--- config.mk ---
export PLATFORM = sky130hd
export DESIGN_NAME = ldc_step
export DESIGN_NICKNAME = d
export VERILOG_FILES = /design/src/rtl/ldc_pkg.sv /design/src/rtl/ldc_step.sv
export SDC_FILE = /design/constraint.sdc
export NUM_CORES = 1
export LEC_CHECK = 0
export CAP_MARGIN = 40
export CELL_PAD_IN_SITES_DETAIL_PLACEMENT = 2
export CELL_PAD_IN_SITES_GLOBAL_PLACEMENT = 2
export CORE_MARGIN = 4
export CORE_UTILIZATION = 39
export CTS_CLUSTER_SIZE = 25
export DETAILED_ROUTE_END_ITERATION = 8
export DONT_BUFFER_PORTS = 1
export PLACE_DENSITY_LB_ADDON = 0.12
export SLEW_MARGIN = 25
export SYNTH_ARGS = -nofsm -noshare
export SYNTH_HDL_FRONTEND = slang
export SYNTH_SLANG_ARGS = --single-unit
--- constraint.sdc ---
create_clock -name clk_i -period 1 [get_ports clk_i]
set_clock_uncertainty 0.15 [all_clocks]
set_input_delay 0.2 -clock clk_i [delete_from_list [all_inputs] [get_ports clk_i]]
set_output_delay 0.2 -clock clk_i [all_outputs]
set_load 0.03 [all_outputs]
--- src/rtl/ldc_pkg.sv ---
// Shared types and widths for the Lambert diffuse coefficient pipeline.
// No dependencies.
`default_nettype none
package ldc_pkg;

  localparam int unsigned CompW = 16;
  localparam int unsigned QW    = 16;
  localparam int unsigned ProdW = 64;
  localparam int unsigned AccW  = ProdW + QW;
  localparam int unsigned RemW  = ProdW + 2 * QW + 1;
  localparam int unsigned FracShift = 30;

  typedef struct packed {
    logic [RemW-1:0]  rem;
    logic [AccW-1:0]  acc;
    logic [ProdW-1:0] prod;
    logic [QW-1:0]    q;
    logic             degen;
  } iter_t;

endpackage
`default_nettype wire

--- src/rtl/ldc_step.sv ---
// One restoring square-root step: settle one result bit by a wide subtract and compare.
// Depends on ldc_pkg.
`default_nettype none
module ldc_step #(
  parameter int unsigned Bit = 0
) (
  input  wire logic           clk_i,
  input  wire logic           rst_ni,
  input  wire logic           en_i,
  input  wire logic           valid_i,
  input  wire ldc_pkg::iter_t data_i,
  output logic                valid_o,
  output ldc_pkg::iter_t      data_o
);
  import ldc_pkg::*;

  logic [RemW-1:0] term;
  logic [RemW:0]   diff;
  iter_t           data_d, data_q;
  logic            valid_q;

  always_comb begin
    term = (RemW'(data_i.acc) << (Bit + 1)) + (RemW'(data_i.prod) << (2 * Bit));
    diff = {1'b0, data_i.rem} - {1'b0, term};
    data_d = data_i;
    if (!diff[RemW]) begin
      data_d.rem = diff[RemW-1:0];
      data_d.acc = data_i.acc + (AccW'(data_i.prod) << Bit);
      data_d.q   = data_i.q | (QW'(1) << Bit);
    end
  end

  always_ff @(posedge clk_i or negedge rst_ni) begin
    if (!rst_ni) begin
      valid_q <= 1'b0;
    end else if (en_i) begin
      valid_q <= valid_i;
    end
  end

  always_ff @(posedge clk_i) begin
    if (en_i) begin
      data_q <= data_d;
    end
  end

  assign valid_o = valid_q;
  assign data_o  = data_q;

endmodule
`default_nettype wire

==> results of run 1 <==
synth_stat cells, drive strengths merged, types with 4 or more instances:
master   number  area, um2
a2111oi       7        105
a211o         5       43.8
a211oi       10       80.1
a21boi        8       60.1
a21o         78        586
a21oi       222       1110
a221oi        7       67.6
a311oi        4       35.0
a31o          5       52.6
a31oi        21        146
and2         15       93.8
and3         20        130
and4          6       55.1
buf          33        168
clkbuf       65        244
edfxtp      258       7750
fa           64       1280
ha          166       2080
inv         224        841
mux2          8       90.1
nand2       264        991
nand2b       12       75.1
nand3        42        210
nand4        55        344
nor2        119        457
nor2b        12       75.1
nor3         40        221
nor3b         5       37.5
nor4         12       93.8
o211a         4       40.0
o211ai        7       52.6
o21a         18        135
o21ai       216       1080
o21bai       32        240
o22ai         4       25.0
o31a          4       35.0
o31ai        20        179
o41ai         4       35.0
or2           7       43.8
or3          13       81.3
xnor2        98        858
xor2         72        631
kinds of logic after synthesis:
| family | share of synthesized area (%) |
|---|---|
| adder cells (fa/ha/maj) | 15.7 |
| XOR/XNOR | 6.98 |
| buffers and inverters | 5.87 |
| AND/OR/NAND/NOR | 14.2 |
| multiplexers | 0.422 |
| AO/OA/AOI/OAI | 20.3 |
| flip-flops | 36.4 |
stage by stage:
step                util (%)  setup TNS, ns  cell area (um2)  std cells
floorplan                  -        -414.96            21900       2322
global placement        54.6        -538.99            29500       3731
detailed placement      54.6        -593.88            29500       3731
==> impl_metrics.tcl, run 1 <==
set metrics [dict create \
    status "aborted with a tool error" \
    lastStage "4_1_cts" \
    error "[ERROR DPL-0033] detailed placement checks failed during check placement." \
    ctsLongestPathBuffers 3 \
    ys_ff_latch 259 \
    synth_cells 2322 \
    cts_buffers 31 \
    row_count 85 \
    cts_setup_buffers 49 \
    synth_edf_count 258 \
    syn_nets 2814 \
    hold_buffers 253 \
    yosys_most_used_dff "edfxtp_1" \
    cts_resized 258 \
    ys_seq_area_share_pct 36.4 \
    htree_levels 1 \
    hpwl_um 98500 \
    syn-cell-area_um2 21300 \
    syn_avg_cell_area_um2 9.19 \
    ios 521 \
    yosysUniqueCellTypes 86 \
    async_flop_share_pct 0.386 \
    chipWidth_um 242 \
    cts.sink_count 259 \
    start_util_pct 39.5 \
    yosys_warnings 0 \
    die_y_um 242 \
    cts_root_buf "clkbuf_16" \
    portBuffers 0 \
    pre_cts_slack_ns -3.53 \
    gp_congestion 0.935 \
]
==> run 2, diff against run 1 <==
==> config.mk (replaced) <==
export PLATFORM = sky130hd
export DESIGN_NAME = ldc_step
export DESIGN_NICKNAME = d
export VERILOG_FILES = /design/src/rtl/ldc_pkg.sv /design/src/rtl/ldc_step.sv
export SDC_FILE = /design/constraint.sdc
export NUM_CORES = 1
export LEC_CHECK = 0
export CAP_MARGIN = 40
export CORE_MARGIN = 4
export CORE_UTILIZATION = 40
export DETAILED_ROUTE_END_ITERATION = 8
export DONT_BUFFER_PORTS = 1
export PLACE_DENSITY_LB_ADDON = 0.15
export SLEW_MARGIN = 25
export SYNTH_ARGS = -nofsm -noshare
export SYNTH_HDL_FRONTEND = slang
export SYNTH_SLANG_ARGS = --single-unit
==> run 2 against run 1 <==
The flow now finishes, with violations (hold timing, setup timing). Synthesized cell count did not move. Area after synthesis did not move.
==> impl_metrics.tcl, run 2 <==
set metrics [dict create \
    ios 521 \
    p_per_area_nw_per_um2 1600 \
    wire_per_inst_um 23.7 \
    chipWidth_um 239 \
    yosysUniqueCellTypes 86 \
    crit_top_cell "buf_4" \
    use_met2_pct 53.8 \
    worst-path-stages 21 \
    maxSlewViolCount 0 \
    period_share_pct 331 \
    yosys_warnings 0 \
    row_count 84 \
    grt_usage_pct 31.6 \
    synth_top_area_cell "edfxtp_1" \
    cpPeakStageDelay_ns 0.50 \
    path_cells "fa_2 > ha_4 > buf_6 > nand2_4 > nor2_2 > o21ai_2 > buf_4 > buf_4 > buf_4 > buf_4 > buf_4 > buf_4 > buf_4 > buf_4 > buf_4 > a31oi_4 > nor2b_2 > o31ai_4 > a21oi_2 > xnor2_2 > o21ai_1" \
    grt_pass1_vias 23189 \
    reg2reg_from "valid_o" \
    endpoint "data_o[226]" \
    violations "hold timing, setup timing" \
    ff2ff_setup_slack_ns 0.07 \
    reg2reg_to "valid_o" \
    path_class "input port to flip-flop" \
    final_cell_mix "686 x buf_4, 258 x edfxtp_1, 255 x dlygate4sd3_1, 207 x inv_1, 185 x nand2_1" \
    path_max_fanout 4 \
    vias_per_cell 5.55 \
    worst_r2r_path_depth 1 \
    syn_nets 2814 \
    crit_slowest_cell "fa_2" \
    async_flop_share_pct 0.386 \
    layout_commonest_cell "buf_4" \
    finalHoldViolCount 238 \
    grt_max_degree 260 \
    yosys_most_used_dff "edfxtp_1" \
    cp_data_arrival_time_ns 3.50 \
    hpwl_um 67800 \
    startpoint_type "input port" \
    crit_path_start "data_i[165]" \
    hold_class "input port to flip-flop" \
    power_leakage_nw 15.9 \
    drt_pass1_iterations 6 \
    ctsLongestPathBuffers 3 \
    globalRouteOverflowTotal 0 \
    ys_seq_area_share_pct 36.4 \
    crit_family "buffers and inverters" \
    portBuffers 0 \
    gp_congestion 0.973 \
    use_met1_pct 40.7 \
    setup_viol_count_final 437 \
    period_minus_slack_ns 3.31 \
    endpoint_kind "flip-flop" \
    fin_total_pwr_mw 59.1 \
    slew_headroom_pct 59.3 \
    crit_buf_inv 10 \
    drv_cap 0 \
    ys_ff_latch 259 \
    drt_iter0_markers 1743 \
    antenna_found_initial 3 \
    htree_levels 1 \
    syn_avg_cell_area_um2 9.19 \
    yosys-top-cells-area "edfxtp_1 36%, ha_1 9.7%, fa_1 6.0%" \
    postLayoutSetupSlackWorst_ns -2.31 \
    syn-cell-area_um2 21300 \
    clkLatencyLatePin_ns 0.58 \
    fmax_mhz 302 \
    drc_errors 0 \
    largest_register_ffs 258 \
    synth_top_area_share_pct 36.3 \
    timing.hold.ws_ns -0.445 \
    synth_cells 2322 \
    clk_pin_slew_ns 0.06 \
    fin_nets 3877 \
    cts_buffers 30 \
    diodes 0 \
    die_area_um2 57100 \
    finalWirelength_um 96900 \
    grt_pass1_wl_um 140000 \
    grt_use_met3_pct 5.64 \
    final_cells 4096 \
    cts.sink_count 259 \
    postRouteAntennaNets 0 \
    worst_pin_slew_ns 0.611 \
    cp.required_ns 1.19 \
    worst_ir_drop_vdd_v 0.00156 \
    status "finished, violations left" \
    start_util_pct 40.5 \
    dp.cells 3657 \
    synth_edf_count 258 \
    drive_above_1_share_pct 41.8 \
    area_delta_synth_final_pct 72.6 \
    tritoncts "yes" \
    vias 22748 \
    core_area_um2 52700 \
    cts_root_buf "clkbuf_16" \
    grt.busiest_layer "met2" \
    synth_common_cells "264 x nand2_1, 258 x edfxtp_1, 224 x inv_1" \
    die_y_um 239 \
    pre_cts_slack_ns -3.27 \
    rsz0062_at_grt "true" \
    yosysMostFrequentCell "nand2_1" \
    finalSetupTns_ns -504.42 \
]
==> run 2: routing by layer <==
| layer | vias to the layer above | routed length (um) |
|---|---|---|
| li1 | 10465 | - |
| met1 | 11019 | 38500 |
| met2 | 1020 | 47300 |
| met3 | 242 | 7250 |
| met4 | 2 | 3900 |
| met5 | - | 19 |
==> run 2: worst min-delay path by stage <==
stage / from / to / slack [ns] / cells after the start
global route: data_i[17] / data_o[17] / -0.46 / 0
CTS: data_i[42] / data_o[42] / -0.49 / 0
floorplan: rst_ni / valid_o / -0.25 / 0
finish: data_i[17] / data_o[17] / -0.45 / 0
detailed placement: rst_ni / valid_o / -0.25 / 0
global placement: rst_ni / valid_o / -0.25 / 0
==> run 2: area by class of cell <==
class	instances	area (um2)
Fill cell	3921	15800
Multi-Input combinational cell	1741	15300
Timing Repair Buffer	1129	11000
Sequential cell	259	7770
Inverter	224	888
Tap cell	688	861
Clock buffer	42	837
Clock inverter	13	175
==> run 2: cells by family (layout without fill, tap and decap cells) <==
family,Yosys count,after routing,synth area share (%)
buffers and inverters,322,1408,5.87
AO/OA/AOI/OAI,699,699,20.3
AND/OR/NAND/NOR,634,634,14.2
multiplexers,8,8,0.422
XOR/XNOR,170,170,6.98
flip-flops,259,259,36.4
adder cells (fa/ha/maj),230,230,15.7
==> run 2: power by group <==
part           leakage, nW  switching, mW  internal, mW  total (mW)
Clock                0.490           4.86          6.85        11.7
Combinational         12.9           14.0          15.0        29.0
Sequential            2.54           3.69          14.7        18.3
==> run 2: through the flow <==
step | utilization [%] | cell area [um2]
after floorplan | - | 21900
after global placement | 54.4 | 28700
after detailed placement | 54.4 | 28700
after CTS | 66.4 | 34900
after global routing | 69.9 | 36800
final | 69.9 | 36800
==> run 2: timing repair <==
action | in CTS | in global routing
cloned | 25 | 11
setup endpoints to repair | 437 | 437
hold buffers | 250 | 5
resized for setup | 448 | 402
endpoints found under the hold margin | 518 | 270
pin swaps | 138 | 181
setup buffers | 76 | 61
Power figures use the tool's default switching activity.
